## src/design/rpn_pkg.sv

```systemverilog
package rpn_pkg;

   localparam int STACK_DEPTH = 32;
   localparam int ADDR_W      = $clog2(STACK_DEPTH);
   localparam int CNT_W       = $clog2(STACK_DEPTH + 1);
   localparam int DEPTH_W     = 6;
   localparam int QUEUE_DEPTH = 2;

   localparam logic [3:0] OP_PUSH  = 4'd0;
   localparam logic [3:0] OP_ADD   = 4'd1;
   localparam logic [3:0] OP_SUB   = 4'd2;
   localparam logic [3:0] OP_MUL   = 4'd3;
   localparam logic [3:0] OP_DIV   = 4'd4;
   localparam logic [3:0] OP_NEG   = 4'd5;
   localparam logic [3:0] OP_DROP  = 4'd6;
   localparam logic [3:0] OP_CLEAR = 4'd7;
   localparam logic [3:0] OP_SUM   = 4'd8;

   localparam logic [1:0] ST_OK     = 2'd0;
   localparam logic [1:0] ST_FEW    = 2'd1;
   localparam logic [1:0] ST_FULL   = 2'd2;
   localparam logic [1:0] ST_DIVZ   = 2'd3;

   localparam logic [63:0] SMAX = 64'h7FFF_FFFF_FFFF_FFFF;
   localparam logic [63:0] SMIN = 64'h8000_0000_0000_0000;

   typedef enum logic [2:0] {
      K_PUSH, K_BIN, K_NEG, K_DROP, K_CLEAR, K_SUM, K_NOP
   } kind_type;

   // classified command handed from front to back
   typedef struct packed {
      kind_type    kind;
      logic [3:0]  op;
      logic [63:0] value;
   } cmd_type;

endpackage

```

## src/design/rpn_front.sv

```systemverilog
module rpn_front (
   input  logic            clock,
   input  logic            reset,
   input  logic            req_tvalid,
   output logic            req_tready,
   input  logic [71:0]     req_tdata,
   output logic            cmd_valid,
   input  logic            cmd_ready,
   output rpn_pkg::cmd_type cmd
);
   import rpn_pkg::*;

   localparam int QA_W = $clog2(QUEUE_DEPTH);

   cmd_type              q_ff [QUEUE_DEPTH];
   logic [QA_W-1:0]      wr_ff, wr_in, rd_ff, rd_in;
   logic [QA_W:0]        cnt_ff, cnt_in;
   cmd_type              c;
   logic                 push, pop;

   always_comb begin
      c.op    = req_tdata[3:0];
      c.value = req_tdata[67:4];
      unique case (c.op)
         OP_PUSH:                        c.kind = K_PUSH;
         OP_ADD, OP_SUB, OP_MUL, OP_DIV: c.kind = K_BIN;
         OP_NEG:                         c.kind = K_NEG;
         OP_DROP:                        c.kind = K_DROP;
         OP_CLEAR:                       c.kind = K_CLEAR;
         OP_SUM:                         c.kind = K_SUM;
         default:                        c.kind = K_NOP;
      endcase
   end

   assign req_tready = (cnt_ff != QUEUE_DEPTH[QA_W:0]);
   assign cmd_valid  = (cnt_ff != '0);
   assign cmd        = q_ff[rd_ff];
   assign push       = req_tvalid && req_tready;
   assign pop        = cmd_valid && cmd_ready;

   always_comb begin
      wr_in  = push ? wr_ff + 1'b1 : wr_ff;
      rd_in  = pop  ? rd_ff + 1'b1 : rd_ff;
      cnt_in = cnt_ff + {{QA_W{1'b0}}, push} - {{QA_W{1'b0}}, pop};
   end

   always_ff @(posedge clock) begin
      if (reset) begin
         wr_ff  <= '0;
         rd_ff  <= '0;
         cnt_ff <= '0;
      end else begin
         wr_ff  <= wr_in;
         rd_ff  <= rd_in;
         cnt_ff <= cnt_in;
      end
      if (push) q_ff[wr_ff] <= c;
   end
endmodule

```

## config.mk

```make
export PLATFORM = sky130hd
export DESIGN_NAME = rpn_front
export DESIGN_NICKNAME = d
export VERILOG_FILES = /design/src/design/rpn_pkg.sv /design/src/design/rpn_front.sv
export SDC_FILE = /design/constraint.sdc
export NUM_CORES = 1
export LEC_CHECK = 0
export ABC_AREA = 1
export BUFFER_PORTS_ARGS = -buffer_cell sky130_fd_sc_hd__buf_2
export CORE_ASPECT_RATIO = 1.1
export CORE_MARGIN = 10
export CORE_UTILIZATION = 45
export CTS_CLUSTER_SIZE = 28
export DETAILED_ROUTE_END_ITERATION = 16
export PLACE_DENSITY = 0.7
export SYNTH_ARGS = -nofsm -noshare
export SYNTH_HDL_FRONTEND = slang
export SYNTH_SLANG_ARGS = --single-unit
```

## constraint.sdc

```tcl
create_clock -name clock -period 4.8 [get_ports clock]
set_clock_uncertainty 0.05 [all_clocks]
set_input_delay 0.24 -clock clock [delete_from_list [all_inputs] [get_ports clock]]
set_output_delay 0.24 -clock clock [all_outputs]
set_load 0.01 [all_outputs]
```

Word level (Yosys, flattened, before mapping)
Memories as Yosys holds them, arrays and structs flattened. A register that Yosys moved wholly into a read port is not among the register bits. Index checks and enable logic that the tools add are counted.

Register bits after elaboration: 4. Latch bits: 0. RAM bits: 142. ROM bits: 48. Input port bits: 76. Output and inout bits: 73. Word-level logic and storage cells: 17. Memories: 2.

Add/subtract/negate cells: 4. Multipliers: 0. Div/mod/pow operators: 0. Magnitude comparators: 0. Equality and inequality tests: 1. Shifts and indexed selects: 0. Multiplexer cells: 4. Bitwise operators: 0. Reductions and logical operators: 3.

Memories: q_ff (depth 2, bits a word 71, rd ports 1, clocked after memory_dff 1, wr ports 1, line rpn_front.sv:15) `cmd_type q_ff [QUEUE_DEPTH];`; (no name shown) (depth 16, bits a word 3, rd ports 1, clocked after memory_dff 0, wr ports 0, line rpn_front.sv:24) `unique case (c.op)`.

Operators by type and width (count): $mux W1 (4); $add A1 B1 Y1 const B (2); $add A2 B1 Y2 (1); $logic_and A1 B1 Y1 (2); $ne A2 B2 Y1 const B (1); $reduce_bool A2 Y1 (1); $sub A2 B1 Y2 (1).

Depth between registers and ports, before layout
Gate-level depths: netlist (run 1).

Word-level depth: 4. Mapped depth: 11. Gate-level depth less buffers: 11.

Least setup slack after synthesis (run 1)
Ideal clock, no wire load.

Kind: register -> register. Start point: reg cnt_ff[0]. End point: mem q_ff[1][0] in the netlist's numbering (enable). Setup time: 503 ps. Arrival: 3649 ps. Data required time: 4247 ps. Slack: 597 ps. Stages on the path, launching flop included: 5. Buffers on the path: 0. Period minus slack after synthesis: 4203 ps. Cells stage by stage: dfxtp_1 > inv_1 > nand2_1 > nand2_2 > nor2_1.

Word-level cells in the longest chain between the ends: 4.

RTL lines: start: declaration (line rpn_front.sv:17) `logic [QA_W:0] cnt_ff, cnt_in;`; start signal: assignment (line rpn_front.sv:55) `cnt_ff <= cnt_in;`; $ne A2 B2 Y1 (line rpn_front.sv:35) `assign req_tready = (cnt_ff != QUEUE_DEPTH[QA_W:0]);`; named net req_tready (line rpn_front.sv:5) `output logic req_tready,`; $logic_and A1 B1 Y1 (line rpn_front.sv:38) `assign push = req_tvalid && req_tready;`; $mux W1 (line rpn_front.sv:57) `if (push) q_ff[wr_ff] <= c;`; $mux W1 (implied by the code) (line rpn_front.sv:57); end: declaration (line rpn_front.sv:15).

The timed path passes the listed nets, and every way through them passes these cells.

==> run metrics, run 1 <==
status=finished, final reports clean; total clock buffers created by CTS=17; Hold Crit Start=req_tdata[2]; hold path cells=1; R2R Path Start=cnt_ff[0]$_SDFF_PP0_; setup bufs post-CTS=0; top cell type's share of synthesized area=0.736; die extent in x=roughly 130 um; RSZ-0062 raised after global routing=false; FF-to-FF End=q_ff[1][2]$_DFFE_PP_; Root Driver=clkbuf_16; Skew-Pair Late Insertion Delay=0.41 ns; clock group share of total power=0.323; post-synthesis area per instance=21.5 um^2; gpl congestion=a little under 0.7; area leader, netlist=edfxtp_1; die area=17,800 um^2; Post-CTS Hold Fix Bufs=68; most frequent cells in the layout=buf_2 (144), edfxtp_1 (142), mux2_4 (70), dlygate4sd3_1 (68), clkbuf_16 (17); Yosys cell types=18; Clock Tree Buf Depth=2; R2R Setup Slk=2.37 ns; via count=3,091; clk slew on worst S/H paths=~0.060 ns; NumNets Final=577; sequential fraction of the synthesis area=0.753; min-delay worst type=input pin to flip-flop; CTS tree=built; routed len/inst=17.1 um; Syn Std Cell Area=about 5800 um^2; area added between synthesis and finish=36.0%; Detail Route Antenna Nets=0; synthesized instance count=between 200 and 300; Yosys reg bits=between 100 and 150; CP Launch Type=flip-flop; CTS resizes=0; cell-internal power=between 0.002 and 0.003 W; first-pass GRT wire length=18.4 mm; Net Switching=0.00107 W; final WL=about 11 mm; final worst slack=around 2.1 ns; Starting Density=0.460; hold path endpoint=q_ff[1][66]$_DFFE_PP_; Port Buf Inserts=about 140; HPWL Detailed=~7.4 mm; setup TNS=0 ns; initial antenna violation count=0; GRT overflow=0; sw frac=0.268; DRC=0; gr usage total=0.132; largest cells by area after synthesis=edfxtp_1 (74%), mux2_4 (18%), buf_12 (2.4%); Slew @ Worst Pin=0.990 ns; fin crit period=about 2.7 ns; PD cells=between 500 and 600 nW/um^2; Leak=approximately 3.2 nW; largest net degree at the start of global routing=48; vias in the first global route=3,421; pre-CTS WS=2.30 ns; die height=139 um; crit end category=output port; Worst Path Max Fanout=47; Antenna diodes=0; worst reg-to-reg path cell count=5; commonest non-fill, non-tap cell in the layout=buf_2; DRT iter0 DRCs=128; Tcrit/Tclk final=0.561; CP Class=flip-flop to output port; Syn Nets=between 300 and 400; max-cap check violation count=0; drt pass-1 iters=4; H-Tree Depth=4; I/O pin cnt=between 100 and 150; Critical Path RT=between 4 and 5 ns; Combinational Power Share=0.239; via/cell ratio=between 4 and 5; Filler Cell Count=923; peak supply drop=~0.26 mV; worst rel slew slack=0.338; Final Max Slew Viols=0; hold violation count in the final report=0; Yosys warning count=0; # setup viols final=0; share of layout cells above drive strength 1=0.501; fmax=0.371 GHz; CP arrival=about 2.4 ns; CTS Sinks=between 100 and 150; Flop pwr share=0.437; Rows=43; core outline area=12,600 um^2
synthesized netlist by cell type (all sizes together):
| cell | n |
|---|---|
| edfxtp | 142 |
| dfxtp | 5 |
| buf | 8 |
| o21ai | 1 |
| nand2 | 11 |
| nor3 | 1 |
| a21oi | 4 |
| a21o | 1 |
| ha | 3 |
| nand3 | 1 |
| nor2 | 9 |
| mux2 | 71 |
| inv | 12 |
| xnor2 | 1 |
power by group through the flow:
stage               combinational (W)  sequential (W)  clock [W]
global route                  0.00105         0.00177    0.00138
detailed placement           0.000932         0.00178          0
CTS                          0.000979         0.00175    0.00132
global placement             0.000920         0.00176          0
finish                       0.000955         0.00174    0.00129
floorplan                    0.000730         0.00171          0
logic make-up (layout without fill, tap and decap cells):
group,after synthesis,after routing,synth area share
fa+ha+maj,3,3,0.00648
compound gates,6,6,0.00561
xor+xnor,1,1,0.00151
buf+inv,20,261,0.0339
flops,147,147,0.753
simple gates,22,22,0.0164
mux,71,71,0.183
state kept, by name, indices dropped and copies added, names as in the netlist, named ones only:
name / cells
cnt_ff: 2
q_ff: 142
rd_ff: 1
wr_ff: 1
per-stage QoR:
stage	hold slack (ns)	instances	total power, W	area, um^2	utilization
3_5_place_dp	0.381	568	0.00271	6620	0.526
2_1_floorplan	0.260	270	0.00244	5800	-
4_1_cts	0.00833	668	0.00405	7880	0.626
6_report	0.0277	668	0.00399	7880	0.626
3_3_place_gp	0.379	568	0.00268	6620	0.526
5_1_grt	0.00543	668	0.00420	7880	0.626
worst max-delay path, stage by stage, from the launching register on:
cell     delay, ns
dfxtp_4       0.93
buf_4         0.54
mux2_4        0.35
buf_2         0.14
layer usage:
layer,global-route usage,wire length [um],vias up
met1,0.143,4420,1485
met3,0.0604,902,10
li1,-,-,1496
met4,0.0463,112,0
met2,0.222,6010,100
met5,0,0,-
layout make-up:
class	instances	area, um^2	share of cell area
sequential	147	4370	0.554
timing repair buffer	217	1440	0.183
multi-input combinational	103	1250	0.159
clock buffer	18	429	0.0545
tap	157	196	0.0249
clock inverter	14	153	0.0194
inverter	12	45.0	0.00572
how the worst max path moves through the flow:
stage | from | endpoint | slack (ns) | cells after the start
6_report | flip-flop | cmd[23] | 2.11 | 3
5_1_grt | flip-flop | cmd[23] | 1.96 | 3
4_1_cts | flip-flop | cmd[37] | 2.04 | 3
3_5_place_dp | cnt_ff[0]$_SDFF_PP0_ | q_ff[1][6]$_DFFE_PP_ | 2.30 | 5
3_3_place_gp | cnt_ff[0]$_SDFF_PP0_ | q_ff[1][1]$_DFFE_PP_ | 2.35 | 5
2_1_floorplan | cnt_ff[0]$_SDFF_PP0_ | q_ff[1][0]$_DFFE_PP_ | 0.60 | 4
Note: power is estimated with default switching activity, not from simulation.
==> run 2, diff against run 1 <==
--- a/config.mk
+++ b/config.mk
@@ -12,7 +12,7 @@
 export CORE_UTILIZATION = 45
 export CTS_CLUSTER_SIZE = 28
 export DETAILED_ROUTE_END_ITERATION = 16
-export PLACE_DENSITY = 0.7
+export PLACE_DENSITY = 0.72
 export SYNTH_ARGS = -nofsm -noshare
 export SYNTH_HDL_FRONTEND = slang
 export SYNTH_SLANG_ARGS = --single-unit
==> constraint.sdc (replaced) <==
create_clock -name clock -period 2.2 [get_ports clock]
set_clock_uncertainty 0.05 [all_clocks]
set_input_delay 0.11 -clock clock [delete_from_list [all_inputs] [get_ports clock]]
set_output_delay 0.11 -clock clock [all_outputs]
set_load 0.01 [all_outputs]
==> run 2 against run 1 <==
  * Setup slack got worse by 1.9 ns
  * Flip-flop and latch count stayed put
  * Global-route usage is 0.20 points lower
  * Core utilization grew 0.40 points
  * Combinational power is 130% higher
  * Critical path depth unchanged
  * Non-clock buffer count is 3 higher
  * Register-to-register slack lost 1.8 ns
==> run metrics, run 2 (synthesis gave the netlist of run 1 again) <==
Clock Tree Buf Depth=2; most frequent cells in the layout=buf_2 (144), edfxtp_1 (142), mux2_4 (70), dlygate4sd3_1 (70), clkbuf_16 (17); Cell Area, Placed=roughly 6700 um^2; via count=between 3,000 and 4,000; vias in the first global route=between 3,000 and 4,000; post-placement cell count=about 570; Antenna diodes=0; min-delay worst type=input pin to flip-flop; DRT iter0 DRCs=between 150 and 200; Tcrit/Tclk final=0.910; Skew-Pair Late Insertion Delay=0.41 ns; Final Max Slew Viols=0; fin crit period=approximately 2 ns; CTS Sinks=between 100 and 150; Leak=between 3 and 4 nW; Core Util, Final=0.630; first-pass GRT wire length=between 15 and 20 mm; clk slew on worst S/H paths=about 0.06 ns; die extent in x=between 100 and 150 um; core outline area=approximately 13,000 um^2; I/O pin cnt=around 150; DRC=0; CP arrival=approximately 1.8 ns; Port Buf Inserts=around 140; CTS tree=built; routed len/inst=about 17 um; largest net degree at the start of global routing=73; share of layout cells above drive strength 1=0.500; area added between synthesis and finish=36.8%; hold violation count in the final report=0; initial antenna violation count=0; RSZ-0062 raised after global routing=false; non-filler instance count after layout=around 670; status=finished, final reports clean; drt pass-1 iters=4; CP Class=flip-flop to output port; Detail Route Antenna Nets=0; Post-CTS Hold Fix Bufs=70; GRT overflow=0; max-cap check violation count=0; CP Launch Type=flip-flop; CTS resizes=0; # setup viols final=0; HPWL Detailed=7.38 mm; via/cell ratio=approximately 4.7; final WL=11.4 mm; die area=17,800 um^2; Largest regs=q_ff x142, cnt_ff x2; setup bufs post-CTS=0; fmax=approximately 0.5 GHz; Rows=between 40 and 50; gr usage total=0.130; worst hold margin=0.0973 ns; total clock buffers created by CTS=17; NumNets Final=580; max reg flops=142; die height=approximately 140 um; Biggest register=q_ff; gpl congestion=about 0.70; H-Tree Depth=4; cell area after layout=a little under 8000 um^2; Critical Path RT=2.04 ns; crit end category=output port; PD cells=~1100 nW/um^2; worst rel slew slack=0.656; Root Driver=clkbuf_16; commonest non-fill, non-tap cell in the layout=buf_2; Starting Density=0.460; Slew @ Worst Pin=between 0.5 and 0.6 ns; Worst Path Max Fanout=36; peak supply drop=between 0.9 and 1 mV
## run 2: changes by cell type in the layout (fill, tap and decap cells not counted), sizes merged
cell,delta
buf,+1
clkbuf,+2
clkinv,-1
clkinvlp,+3
dlygate4sd3,+2
inv,-4
## run 2: path summary, 6_finish.rpt
path,startpoint,end,slack [ns],cells past startpoint
hold / removal,cmd_ready,flip-flop,0.1,5
setup reg to reg,cnt_ff[0]$_SDFF_PP0_,q_ff[0][26]$_DFFE_PP_,0.55,5
setup / recovery,flip-flop,cmd[56],0.20,3
hold reg to reg,rd_ff$_SDFFE_PP0P_,flip-flop,0.49,2
## run 2: critical path, cell delays in order (launching register included)
cell and delay [ns]:
dfxtp_4 0.57, buf_12 0.31, mux2_2 0.37, buf_2 0.14
## run 2: routing by layer
| metal | global-route usage | vias up | share of wire |
|---|---|---|---|
| met1 | 0.138 | 1557 | 0.38 |
| met4 | 0.0510 | 0 | 0.013 |
| li1 | - | 1498 | - |
| met2 | 0.224 | 85 | 0.54 |
| met3 | 0.0524 | 12 | 0.065 |
| met5 | 0 | - | 0 |
## run 2: cell type report
class                           instances  area (um^2)
Clock buffer                           20          447
Clock inverter                         12          133
Inverter                               12         45.0
Sequential cell                       147         4370
Timing Repair Buffer                  220         1490
Multi-Input combinational cell        103         1250
Fill cell                             928         4660
Tap cell                              157          196
## run 2: power by group
group	total (W)	switching (W)	internal [W]
sequential	0.00372	0.000164	0.00356
combinational	0.00222	0.00107	0.00115
clock	0.00277	0.00107	0.00170
## run 2: stage by stage
| stage | power, W | worst slack [ns] | TNS [ns] |
|---|---|---|---|
| 2_1_floorplan | 0.00530 | -0.00219 | -0.155 |
| 3_3_place_gp | 0.00587 | 0.602 | 0 |
| 3_5_place_dp | 0.00593 | 0.562 | 0 |
| 4_1_cts | 0.00880 | 0.167 | 0 |
| 5_1_grt | 0.00911 | 0.117 | 0 |
| 6_report | 0.00871 | 0.197 | 0 |
